$ cat src/design/brdq_pkg.sv
package brdq_pkg;

  localparam int DEPTH  = 16;
  localparam int DATA_W = 32;
  localparam int PTR_W  = $clog2(DEPTH);
  localparam int CNT_W  = $clog2(DEPTH + 1);
  localparam int CFG_W  = 5;

  typedef enum logic [1:0] {
    CMD_PUSH   = 2'd0,
    CMD_TAKE   = 2'd1,
    CMD_POP    = 2'd2,
    CMD_REMOVE = 2'd3
  } cmd_t;

  typedef enum logic [1:0] {
    ST_OK       = 2'd0,
    ST_FULL     = 2'd1,
    ST_EMPTY    = 2'd2,
    ST_NOTFOUND = 2'd3
  } status_t;

  typedef enum logic [1:0] {
    RD_HEAD = 2'd0,
    RD_BACK = 2'd1,
    RD_IDX  = 2'd2,
    RD_NEXT = 2'd3
  } rd_sel_t;

  typedef struct packed {
    cmd_t              cmd;
    logic [DATA_W-1:0] value;
  } req_t;

  typedef struct packed {
    logic [DATA_W-1:0] item;
    status_t           status;
    logic [CNT_W-1:0]  count;
  } rsp_t;

  // controller -> datapath
  typedef struct packed {
    logic    load;
    logic    rd_en;
    rd_sel_t rd_sel;
    logic    push;
    logic    take;
    logic    pop;
    logic    rm_done;
    logic    scan_init;
    logic    scan_next;
    logic    shift_init;
    logic    shift_step;
    logic    emit;
    status_t st;
  } ctl_t;

  // datapath -> controller
  typedef struct packed {
    cmd_t cmd;
    logic full;
    logic empty;
    logic hit;
    logic rem_one;
    logic rem_zero;
  } stat_t;

  function automatic logic [PTR_W-1:0] ptr_fwd(input logic [PTR_W-1:0] p,
                                               input logic [CNT_W-1:0] c);
    logic [CNT_W-1:0] n;
    logic [PTR_W-1:0] r;
    n = CNT_W'(p) + CNT_W'(1);
    if (n >= c || n >= CNT_W'(DEPTH)) begin
      r = '0;
    end else begin
      r = n[PTR_W-1:0];
    end
    return r;
  endfunction

  function automatic logic [PTR_W-1:0] ptr_back(input logic [PTR_W-1:0] p,
                                                input logic [CNT_W-1:0] c);
    logic [CNT_W-1:0] m;
    logic [PTR_W-1:0] r;
    m = c - CNT_W'(1);
    if (p == '0 || CNT_W'(p) > c) begin
      r = m[PTR_W-1:0];
    end else begin
      r = p - PTR_W'(1);
    end
    return r;
  endfunction

endpackage

$ cat src/design/brdq_ctrl.sv
module brdq_ctrl (
  input  logic            clk,
  input  logic            rst,
  input  logic            start,
  input  brdq_pkg::cmd_t  cmd,
  input  brdq_pkg::stat_t stat,
  output brdq_pkg::ctl_t  ctl,
  output logic            busy
);

  typedef enum logic [5:0] {
    S_IDLE     = 6'b000001,
    S_EXEC     = 6'b000010,
    S_SCAN_RD  = 6'b000100,
    S_SCAN_CMP = 6'b001000,
    S_SHIFT_RD = 6'b010000,
    S_SHIFT_WR = 6'b100000
  } state_t;

  state_t state, state_next;

  always_ff @(posedge clk) begin
    if (rst) begin
      state <= S_IDLE;
    end else begin
      state <= state_next;
    end
  end

  assign busy = (state != S_IDLE);

  always_comb begin
    ctl        = '0;
    ctl.rd_sel = brdq_pkg::RD_HEAD;
    ctl.st     = brdq_pkg::ST_OK;
    state_next = state;
    unique case (state)
      S_IDLE: begin
        // prefetch the word a take or pop will need
        ctl.rd_en  = 1'b1;
        ctl.rd_sel = (cmd == brdq_pkg::CMD_POP) ? brdq_pkg::RD_BACK : brdq_pkg::RD_HEAD;
        if (start) begin
          ctl.load   = 1'b1;
          state_next = S_EXEC;
        end
      end
      S_EXEC: begin
        unique case (stat.cmd)
          brdq_pkg::CMD_PUSH: begin
            ctl.emit   = 1'b1;
            state_next = S_IDLE;
            if (stat.full) begin
              ctl.st = brdq_pkg::ST_FULL;
            end else begin
              ctl.push = 1'b1;
            end
          end
          brdq_pkg::CMD_TAKE: begin
            ctl.emit   = 1'b1;
            state_next = S_IDLE;
            if (stat.empty) begin
              ctl.st = brdq_pkg::ST_EMPTY;
            end else begin
              ctl.take = 1'b1;
            end
          end
          brdq_pkg::CMD_POP: begin
            ctl.emit   = 1'b1;
            state_next = S_IDLE;
            if (stat.empty) begin
              ctl.st = brdq_pkg::ST_EMPTY;
            end else begin
              ctl.pop = 1'b1;
            end
          end
          brdq_pkg::CMD_REMOVE: begin
            if (stat.empty) begin
              ctl.emit   = 1'b1;
              ctl.st     = brdq_pkg::ST_NOTFOUND;
              state_next = S_IDLE;
            end else begin
              ctl.scan_init = 1'b1;
              state_next    = S_SCAN_RD;
            end
          end
          default: state_next = S_IDLE;
        endcase
      end
      S_SCAN_RD: begin
        ctl.rd_en  = 1'b1;
        ctl.rd_sel = brdq_pkg::RD_IDX;
        state_next = S_SCAN_CMP;
      end
      S_SCAN_CMP: begin
        if (stat.hit) begin
          ctl.shift_init = 1'b1;
          state_next     = S_SHIFT_RD;
        end else if (stat.rem_one) begin
          ctl.emit   = 1'b1;
          ctl.st     = brdq_pkg::ST_NOTFOUND;
          state_next = S_IDLE;
        end else begin
          ctl.scan_next = 1'b1;
          state_next    = S_SCAN_RD;
        end
      end
      S_SHIFT_RD: begin
        if (stat.rem_zero) begin
          ctl.rm_done = 1'b1;
          ctl.emit    = 1'b1;
          state_next  = S_IDLE;
        end else begin
          ctl.rd_en  = 1'b1;
          ctl.rd_sel = brdq_pkg::RD_NEXT;
          state_next = S_SHIFT_WR;
        end
      end
      S_SHIFT_WR: begin
        // move the next entry one slot toward the head
        ctl.shift_step = 1'b1;
        state_next     = S_SHIFT_RD;
      end
      default: state_next = S_IDLE;
    endcase
  end

endmodule

$ cat src/design/brdq_dp.sv
module brdq_dp (
  input  logic                          clk,
  input  logic                          rst,
  input  brdq_pkg::req_t                req,
  input  logic                          cfg_we,
  input  logic [brdq_pkg::CFG_W-1:0]    cfg_data,
  input  brdq_pkg::ctl_t                ctl,
  output brdq_pkg::stat_t               stat,
  output logic                          done,
  output brdq_pkg::rsp_t                rsp
);

  logic [brdq_pkg::CNT_W-1:0]  cap, occ, occ_next, rem, cap_wr;
  logic [brdq_pkg::PTR_W-1:0]  head, tail, idx;
  logic [brdq_pkg::PTR_W-1:0]  head_fwd, tail_back, idx_fwd;
  logic [brdq_pkg::PTR_W-1:0]  rd_addr, wr_addr;
  logic [brdq_pkg::DATA_W-1:0] key, rd_data, wr_data;
  logic                        wr_en;
  brdq_pkg::cmd_t              cmd_q;
  logic [brdq_pkg::DATA_W-1:0] mem [brdq_pkg::DEPTH];

  assign head_fwd  = brdq_pkg::ptr_fwd(head, cap);
  assign tail_back = brdq_pkg::ptr_back(tail, cap);
  assign idx_fwd   = brdq_pkg::ptr_fwd(idx, cap);

  always_comb begin
    cap_wr = brdq_pkg::CNT_W'(cfg_data);
    if (cap_wr == '0) begin
      cap_wr = brdq_pkg::CNT_W'(1);
    end else if (cap_wr > brdq_pkg::CNT_W'(brdq_pkg::DEPTH)) begin
      cap_wr = brdq_pkg::CNT_W'(brdq_pkg::DEPTH);
    end
  end

  always_comb begin
    occ_next = occ;
    if (ctl.push) begin
      occ_next = occ + brdq_pkg::CNT_W'(1);
    end else if (ctl.take || ctl.pop || ctl.rm_done) begin
      occ_next = occ - brdq_pkg::CNT_W'(1);
    end
  end

  always_comb begin
    unique case (ctl.rd_sel)
      brdq_pkg::RD_HEAD: rd_addr = head;
      brdq_pkg::RD_BACK: rd_addr = tail_back;
      brdq_pkg::RD_IDX:  rd_addr = idx;
      brdq_pkg::RD_NEXT: rd_addr = idx_fwd;
      default:           rd_addr = head;
    endcase
  end

  assign wr_en   = ctl.push || ctl.shift_step;
  assign wr_addr = ctl.push ? tail : idx;
  assign wr_data = ctl.push ? key : rd_data;

  always_ff @(posedge clk) begin
    if (wr_en) begin
      mem[wr_addr] <= wr_data;
    end
    if (ctl.rd_en) begin
      rd_data <= mem[rd_addr];
    end
  end

  always_ff @(posedge clk) begin
    if (rst) begin
      cap  <= brdq_pkg::CNT_W'(brdq_pkg::DEPTH);
      head <= '0;
      tail <= '0;
      occ  <= '0;
      done <= 1'b0;
    end else begin
      done <= ctl.emit;
      if (cfg_we) begin
        // new capacity empties the ring
        cap  <= cap_wr;
        head <= '0;
        tail <= '0;
        occ  <= '0;
      end else begin
        if (ctl.push) begin
          tail <= brdq_pkg::ptr_fwd(tail, cap);
        end
        if (ctl.take) begin
          head <= head_fwd;
        end
        if (ctl.pop || ctl.rm_done) begin
          tail <= tail_back;
        end
        occ <= occ_next;
      end
    end
  end

  always_ff @(posedge clk) begin
    if (ctl.load) begin
      cmd_q <= req.cmd;
      key   <= req.value;
    end
    if (ctl.scan_init) begin
      idx <= head;
      rem <= occ;
    end else if (ctl.scan_next || ctl.shift_step) begin
      idx <= idx_fwd;
      rem <= rem - brdq_pkg::CNT_W'(1);
    end else if (ctl.shift_init) begin
      rem <= rem - brdq_pkg::CNT_W'(1);
    end
    if (ctl.emit) begin
      rsp.item   <= (ctl.take || ctl.pop) ? rd_data : '0;
      rsp.status <= ctl.st;
      rsp.count  <= occ_next;
    end
  end

  assign stat.cmd      = cmd_q;
  assign stat.full     = (occ >= cap);
  assign stat.empty    = (occ == '0);
  assign stat.hit      = (rd_data == key);
  assign stat.rem_one  = (rem == brdq_pkg::CNT_W'(1));
  assign stat.rem_zero = (rem == '0);

endmodule

$ cat src/design/bounded_ring_deque_with_remove.sv
// Channel   Transfer when        Payload
// command   start && !busy       req  (cmd, value)
// result    done                 rsp  (item, status, count)
// config    cfg_we               cfg_data (capacity)
//
// Push, take and pop: each is decided in the single S_EXEC state, then the block is idle again.
// Remove: one memory read per compared entry and a read plus write per moved
// entry behind a matching key; when the key is absent, every entry is compared.
// Reset empties the deque and sets capacity to its maximum; no clearing pass.
// done pulses one cycle per command; the result must be taken in that cycle.
module bounded_ring_deque_with_remove (
  input  logic                       clk,
  input  logic                       rst,
  input  logic                       start,
  output logic                       busy,
  input  brdq_pkg::req_t             req,
  input  logic                       cfg_we,
  input  logic [brdq_pkg::CFG_W-1:0] cfg_data,
  output logic                       done,
  output brdq_pkg::rsp_t             rsp
);

  brdq_pkg::ctl_t  ctl;
  brdq_pkg::stat_t stat;

  brdq_ctrl u_ctrl (
    .clk   (clk),
    .rst   (rst),
    .start (start),
    .cmd   (req.cmd),
    .stat  (stat),
    .ctl   (ctl),
    .busy  (busy)
  );

  brdq_dp u_dp (
    .clk      (clk),
    .rst      (rst),
    .req      (req),
    .cfg_we   (cfg_we),
    .cfg_data (cfg_data),
    .ctl      (ctl),
    .stat     (stat),
    .done     (done),
    .rsp      (rsp)
  );

endmodule

$ cat config.mk
export PLATFORM = sky130hd
export DESIGN_NAME = bounded_ring_deque_with_remove
export DESIGN_NICKNAME = d
export VERILOG_FILES = /design/src/design/brdq_pkg.sv /design/src/design/brdq_ctrl.sv /design/src/design/brdq_dp.sv /design/src/design/bounded_ring_deque_with_remove.sv
export SDC_FILE = /design/constraint.sdc
export NUM_CORES = 1
export LEC_CHECK = 0
export ABC_AREA = 1
export ABC_CLOCK_PERIOD_IN_PS = 8260
export BUFFER_PORTS_ARGS = -buffer_cell sky130_fd_sc_hd__buf_2
export CAP_MARGIN = 20
export CORE_ASPECT_RATIO = 0.8
export CORE_MARGIN = 3
export CORE_UTILIZATION = 40
export CTS_CLUSTER_DIAMETER = 120
export DETAILED_ROUTE_END_ITERATION = 6
export PLACE_DENSITY = 0.58
export SLEW_MARGIN = 20
export SYNTH_ARGS = -nofsm -noshare
export SYNTH_HDL_FRONTEND = slang
export SYNTH_SLANG_ARGS = --single-unit
$ cat constraint.sdc
create_clock -name clk -period 8.26 [get_ports clk]
set_clock_uncertainty 0.2 [all_clocks]
set_input_delay 0.413 -clock clk [delete_from_list [all_inputs] [get_ports clk]]
set_output_delay 0.413 -clock clk [all_outputs]
set_load 0.01 [all_outputs]
Yosys cells after proc, flatten, opt, wreduce, memory -nomap -nowiden
Memories as Yosys holds them, arrays and structs flattened. A register that Yosys moved wholly into a read port is not among the register bits.
Cells that the tools add are included.
- logic and storage cells: 124
- memories kept: 1
- RAM bits: 512
- output and inout port bits: 41
- bits in registers: 107
- memory bits (read-only): 0
- latch bits: 0
- bits of input ports: 43
- bitwise logic cells: 0
- eq/ne operators: 17
- $mul: 0
- order comparisons: 9
- add/sub/neg operators: 8
- reductions and logical operators: 21
- shift operators: 0
- divide/modulo/power cells: 0
- multiplexer cells: 55
- memories (name ; words ; width ; read ports ; clocked after Yosys merged registers in ; wr ports ; RTL line ; text):
    u_dp.mem ; 16 ; 32 ; 1 ; 1 ; 1 ; brdq_dp.sv:20 ; logic [brdq_pkg::DATA_W-1:0] mem [brdq_pkg::DEPTH];
- operators with widths (operator ; count):
    $mux W5 ; 8
    $mux W4 ; 9
    $pmux W6 S6 ; 1
    $eq A32 B32 Y1 ; 1
    $mux W32 ; 1
    $mux W3 ; 7
    $ge A5 B5 Y1 ; 4
    $mux W1 ; 19
    $pmux W3 S3 ; 2
    $pmux W4 S4 ; 1
    $add A4 B1 Y5 const B ; 3
    $ge A5 B5 Y1 const B ; 3
    $logic_not A5 Y1 ; 3
    $mux W6 ; 2
    $pmux W6 S2 ; 1
    $eq A2 B2 Y1 const B ; 5
    $sub A5 B1 Y5 const B ; 2
    $logic_or A1 B1 Y1 ; 9
    $sub A4 B1 Y4 const B ; 2
    $eq A6 B1 Y1 const B ; 1
    $eq A6 B2 Y1 const B ; 1
    $eq A6 B3 Y1 const B ; 1
    $eq A6 B4 Y1 const B ; 1
    $eq A6 B5 Y1 const B ; 1
    17 further kinds ; 22

Logic depth before layout (Yosys ltp)
- depth after elaboration: 8
- mapped depth: 22
- mapped depth without buffers: 20

Hierarchy
Synthesis repeated with hierarchy kept, for this count alone.
- cells, all modules: 2801
- area, all modules: 29650.9 µm²
- by module, submodules not included (module ; cells an instance ; area each (µm²) ; instances ; sequential area each (µm²)):
    brdq_dp ; 2712 ; 29091.7 ; 1 ; 19178.4
    brdq_ctrl ; 89 ; 559.3 ; 1 ; 120.1

Worst setup path after synthesis
No wires, ideal clock.
- path kind: reg-to-reg
- from: register u_dp.cap[4] in the netlist's numbering
- to: memory u_dp.mem[12][0] in the netlist's numbering (enable)
- library setup time: 0.421 ns
- path buffers: 1
- setup slack: 4.279 ns
- arrival time: 3.360 ns
- data required time: 7.639 ns
- cell stages (with the launch flop): 12
- period minus slack after synthesis: 3.981 ns
- cells stage by stage: dfxtp_1 inv_1 ha_1 nand2_1 o311ai_0 nor2_4 inv_2 buf_4 nand2_1 o21ai_2 nand2_1 nor2_1
- cells in the longest elaborated chain, start to end: 7
- elaborated cells between the ends (all ways): 8
- those cells by class: order compare: 1; mux: 6; reduce/logical: 1
- ends and longest elaborated chain (element ; RTL line ; text):
    from (decl) ; brdq_dp.sv:13 ; logic [brdq_pkg::CNT_W-1:0] cap, occ, occ_next, rem, cap_wr;
    from (signal assigned) ; brdq_dp.sv:69 ; cap <= brdq_pkg::CNT_W'(brdq_pkg::DEPTH);
    from (signal assigned) ; brdq_dp.sv:78 ; cap <= cap_wr;
    $ge A5 B5 Y1 (*) ; brdq_dp.sv:119 ; assign stat.full = (occ >= cap);
    $mux W1 (*) ; brdq_ctrl.sv:52 ; if (stat.full) begin
    $mux W1 (*) ; brdq_ctrl.sv:48 ; unique case (stat.cmd)
    $mux W3 (*) ; brdq_ctrl.sv:37 ; unique case (state)
    $logic_or A1 B1 Y1 ; brdq_dp.sv:54 ; assign wr_en = ctl.push || ctl.shift_step;
    $mux W1 ; brdq_dp.sv:59 ; if (wr_en) begin
    $mux W1 (not written as such) ; brdq_dp.sv:60 ; mem[wr_addr] <= wr_data;
    to (decl) ; brdq_dp.sv:20 ;
Every way passes the cells marked *; elsewhere a longest branch is shown, timed or not.

Worst setup path after layout
- from: register u_dp.cap[3] in the netlist's numbering
- to: register u_dp.rd_data[28] in the netlist's numbering (read register of u_dp.mem), data pin
- cells in the longest elaborated chain, start to end: 4
- elaborated cells between the ends (all ways): 8
- those cells by class: add/sub: 1; order compare: 2; mux: 3; reduce/logical: 2
- ends and longest elaborated chain (element ; RTL line ; text):
    $ge A5 B5 Y1 or $gt A4 B5 Y1 (tied branches) ; brdq_pkg.sv:73, brdq_pkg.sv:86 ;
    $logic_or A1 B1 Y1 (on tied branches) ; brdq_pkg.sv:73, brdq_pkg.sv:86 ;
    $mux W4 (on tied branches) ; brdq_pkg.sv:73, brdq_pkg.sv:86 ;
    $pmux W4 S4 (*) ; brdq_dp.sv:45 ; unique case (ctl.rd_sel)
    to (decl) ; brdq_dp.sv:17 ; logic [brdq_pkg::DATA_W-1:0] key, rd_data, wr_data;
Marked as above.
A chain may end at the register's enable or synchronous reset.

==> results.md <==
* Number of I/O port buffers at 83
* DRT Wirelength at 79,700 um
* Sequential group share of total power at 0.514
* Number of warnings issued by yosys at 0
* Count of antenna-violating nets left after detailed routing at 0
* First-pass detailed-route iteration total at 5
* Post-synthesis cell type count at 41
* Number of design rule violations left after detail routing at 0
* Post-synthesis average cell area at 10.5 um^2
* Cell internal pwr at 5.66 mW
* Setup Fix Bufs, Post-CTS at 0
* Combined global-route utilization of all metal layers at 0.203
* Count of hold-fix buffers inserted at cts at 47
* Maximum net fanout on the critical path at 75
* # H-tree levels at 3
* Post-synthesis to final-layout area growth at 13.8%
* Netlist Area Pre-Place at 29,700 um^2
* Die Area at 77,600 um^2
* TritonCTS clock tree: built
* Multi-input gate area at 7900 um^2
* Portion of the post-synthesis area used by sequential elements at 0.650
* DRC marker count from the first detailed-route iteration at 2,085
* Share of power burned in the clock network at 0.389
* Gate Count Post-Synth at 2,820
* Tightest Pin Transition at 1.16 ns
* Net Sw Power at 1.83 mW
* Vias in the first global route at 19,600
* CP Launch Type: flop
* Status: complete, no violations
* Antenna cell count at 0
* Post-detailed-route via-to-cell ratio at 5.21
* Share of total power in combinational logic at 0.097
* Nets in the synthesized netlist at 2,902
* Setup Viol. Count Final at 0
* Total power consumption of the routed design at 7.49 mW
* Total number of vias at 20,700
* Final count of pins violating max slew at 0
* Worst slew margin at 0.227
* Shortest period the worst path allows at 5.07 ns
* Overall die width at 311 um
* Antenna violations before repair at 0
* Filler Cells Inserted at 6,643
* Insertion delay to the later sink of the worst-skew pair at 0.61 ns
* Leakage Power at 13.7 nW
* Kind of end point of the critical path: flop
* Die boundary height at 250 um
* Post-route setup slack at 3.19 ns
* Post-route clock period utilization at 0.614
* Overall overflow remaining after global route at 0
* Post-cts sizing count at 0
* Switching Fraction at 0.244
* Effective utilization at floorplan at 0.408
* Core area at 72,800 um^2
* Per-cell routed wire length at 20.1 um
* Final HPWL DP at 40,000 um
* Layout Nets at 3,018
* Share of post-route cells with drive strength above 1 at 0.104
* Pin count of the biggest net entering global routing at 147
* Setup repair after global routing missed its margin: no
* Most common flop cell mapped by yosys: sky130_fd_sc_hd__edfxtp_1
* Final-layout setup total negative slack at 0 ns
* Required time of the worst setup path at 8.53 ns
* Worst hold margin at 0.0463 ns
* Path type of the worst min-delay path: in2reg
* Clock slew at the register clock pins of the worst setup and hold paths at 0.07 ns
* Peak supply drop at 0.000142 V
* Kind of critical path: reg2reg
* Sequential standard cell area at 19,300 um^2
* Setup Slack @ Placement at 2.99 ns
* Total number of clock tree sinks at 651
* Max-capacitance violation count at 0
* Number of enable-type register cells in the synthesized netlist at 626
* Top-level I/O count at 84
* Placer congestion estimate at 0.817
* Final-report hold violation count at 0
* Cell Pwr Density at 222 nW/um^2
* Root buf cell: sky130_fd_sc_hd__clkbuf_16
* Post-synthesis async set-or-reset flop share at 0
* CTS max path bufs at 3
* Global-route wire length before repair at 120,000 um
* Number of synthesized register bits at 651
* Arrival time of the worst setup path at 5.34 ns
* Floorplan row count at 88
* Number of CTS-inserted buffers at 67
* Max Clk Rate at 0.197 GHz
[per-layer routing]
metal,share of wire,track usage
met1,0.45,0.289
met2,0.45,0.317
met3,0.075,0.0400
met4,0.023,0.0548
met5,0,0
[critical path: stages (launching register included)]
cell and delay, ns:
sky130_fd_sc_hd__dfxtp_1 0.34, sky130_fd_sc_hd__inv_1 0.17, sky130_fd_sc_hd__ha_1 0.33, sky130_fd_sc_hd__inv_1 0.03, sky130_fd_sc_hd__nor2_1 0.15, sky130_fd_sc_hd__nand3_1 0.09
sky130_fd_sc_hd__nand3_1 0.09, sky130_fd_sc_hd__nand2_2 0.10, sky130_fd_sc_hd__nand2_2 0.12, sky130_fd_sc_hd__nand2_1 0.07, sky130_fd_sc_hd__nand2_1 0.13, sky130_fd_sc_hd__ha_1 0.25
sky130_fd_sc_hd__inv_1 0.07, sky130_fd_sc_hd__nand2_1 0.07, sky130_fd_sc_hd__nand4_1 0.13, sky130_fd_sc_hd__nand2_4 0.47, sky130_fd_sc_hd__inv_6 0.65, sky130_fd_sc_hd__buf_4 0.90
sky130_fd_sc_hd__nand3_1 0.18, sky130_fd_sc_hd__nand3_1 0.14, sky130_fd_sc_hd__nand3_1 0.10, sky130_fd_sc_hd__nand2_1 0.09
[cells in the final DEF, fill, tap and decap left out, types with 4 or more instances in the layout]
master | Yosys | layout
sky130_fd_sc_hd__nor2_4 | 2 | 19
sky130_fd_sc_hd__nand4_1 | 9 | 9
sky130_fd_sc_hd__clkbuf_16 | 0 | 69
sky130_fd_sc_hd__nor2_1 | 83 | 66
sky130_fd_sc_hd__bufinv_16 | 0 | 4
sky130_fd_sc_hd__inv_2 | 13 | 12
sky130_fd_sc_hd__nand2_2 | 6 | 7
sky130_fd_sc_hd__nand3b_1 | 88 | 88
sky130_fd_sc_hd__buf_2 | 109 | 83
sky130_fd_sc_hd__inv_1 | 506 | 506
sky130_fd_sc_hd__clkbuf_1 | 12 | 10
sky130_fd_sc_hd__nor2_2 | 5 | 5
sky130_fd_sc_hd__dfxtp_1 | 25 | 25
sky130_fd_sc_hd__o21ai_2 | 4 | 5
sky130_fd_sc_hd__xor2_1 | 31 | 31
sky130_fd_sc_hd__a21oi_1 | 15 | 15
sky130_fd_sc_hd__dlygate4sd3_1 | 0 | 47
sky130_fd_sc_hd__buf_4 | 23 | 61
sky130_fd_sc_hd__ha_1 | 39 | 39
sky130_fd_sc_hd__clkinv_2 | 0 | 13
sky130_fd_sc_hd__nor3_1 | 12 | 12
sky130_fd_sc_hd__nand3_1 | 645 | 645
sky130_fd_sc_hd__a31oi_1 | 6 | 5
sky130_fd_sc_hd__or2_2 | 12 | 12
sky130_fd_sc_hd__clkinv_1 | 0 | 17
sky130_fd_sc_hd__o22ai_1 | 5 | 5
sky130_fd_sc_hd__edfxtp_1 | 626 | 626
sky130_fd_sc_hd__o21ai_0 | 62 | 60
sky130_fd_sc_hd__nand2_1 | 454 | 450
[through the flow]
| stage | util | cell area, um^2 | instances |
|---|---|---|---|
| 6_report | 0.464 | 33800 | 3974 |
| 5_1_grt | 0.464 | 33800 | 3974 |
| 4_1_cts | 0.464 | 33800 | 3974 |
| 3_5_place_dp | 0.430 | 31300 | 3810 |
| 3_3_place_gp | 0.430 | 31300 | 3810 |
| 2_1_floorplan | - | 29700 | 2820 |
[flip-flops by register name, indices dropped and copies added, names as in the netlist]
signal	cells
u_dp.cmd_q	2
u_dp.tail	4
u_dp.rd_data	32
u_dp.head	4
u_dp.mem	512
u_dp.cap	5
u_dp.key	32
u_dp.rsp	39
u_dp.occ	5
u_dp.done	1
u_dp.idx	4
u_ctrl.state	6
u_dp.rem	5
[final timing paths]
kind,start,end,slack (ns),depth (start not counted)
worst max-delay path,u_dp.cap[3],u_dp.rd_data[28],3.19,21
worst max register to register,u_dp.cap[3],u_dp.rd_data[28],3.19,21
worst min-delay path,cfg_we,u_dp.tail[3],0.05,4
worst min register to register,u_dp.head[1],u_dp.head[1],0.32,2
[layout make-up]
cell class,count,area share
Sequential cell,651,0.571
Tap cell,990,0.0367
Clock buffer,79,0.0522
Timing Repair Buffer,192,0.0401
Clock inverter,38,0.00837
Multi-Input combinational cell,1505,0.234
Inverter,519,0.0578
[cell families after synthesis]
kind of cell             count (synthesis)  share of synthesized area
AO/OA/AOI/OAI                          106                     0.0201
AND/OR/NAND/NOR                       1327                      0.212
XOR/XNOR                                33                    0.00973
buffers and inverters                  664                     0.0917
adder cells (fa/ha/maj)                 39                     0.0164
flip-flops                             651                      0.650
[power groups by stage]
stage               Combinational, mW  Clock [mW]  Sequential (mW)
detailed placement              0.709           0             3.92
global route                    0.808        3.09             3.85
finish                          0.730        2.91             3.85
global placement                0.689           0             3.92
floorplan                       0.445           0             3.91
CTS                             0.727        2.97             3.85
[synthesized netlist by cell type, types with 2 or more instances]
cell / count / area share
sky130_fd_sc_hd__nor2_1: 83 / 0.010
sky130_fd_sc_hd__nor2_2: 5 / 0.0011
sky130_fd_sc_hd__buf_2: 109 / 0.018
sky130_fd_sc_hd__or2_2: 12 / 0.0025
sky130_fd_sc_hd__nand3_1: 645 / 0.11
sky130_fd_sc_hd__a21oi_1: 15 / 0.0025
sky130_fd_sc_hd__xor2_1: 31 / 0.0091
sky130_fd_sc_hd__nand3_4: 2 / 0.0012
sky130_fd_sc_hd__nand2_2: 6 / 0.0013
sky130_fd_sc_hd__o21ai_0: 62 / 0.010
sky130_fd_sc_hd__o21ai_1: 3 / 0.00051
sky130_fd_sc_hd__ha_1: 39 / 0.016
sky130_fd_sc_hd__o22ai_1: 5 / 0.0011
sky130_fd_sc_hd__nor4_1: 3 / 0.00063
sky130_fd_sc_hd__nor2_4: 2 / 0.00076
sky130_fd_sc_hd__edfxtp_1: 626 / 0.63
sky130_fd_sc_hd__a31oi_1: 6 / 0.0013
sky130_fd_sc_hd__xnor2_1: 2 / 0.00059
sky130_fd_sc_hd__and2_1: 2 / 0.00042
sky130_fd_sc_hd__nand3b_1: 88 / 0.022
sky130_fd_sc_hd__inv_2: 13 / 0.0016
sky130_fd_sc_hd__o21a_1: 3 / 0.00076
sky130_fd_sc_hd__dfxtp_1: 25 / 0.017
sky130_fd_sc_hd__o211ai_1: 2 / 0.00051
sky130_fd_sc_hd__nor3_1: 12 / 0.0020
sky130_fd_sc_hd__nand2_1: 454 / 0.057
sky130_fd_sc_hd__inv_1: 506 / 0.064
sky130_fd_sc_hd__nand3_2: 2 / 0.00067
sky130_fd_sc_hd__o21ai_2: 4 / 0.0012
sky130_fd_sc_hd__buf_4: 23 / 0.0058
sky130_fd_sc_hd__nand4_1: 9 / 0.0019
sky130_fd_sc_hd__clkbuf_1: 12 / 0.0015
No activity file was read; power rests on OpenSTA's default activity.
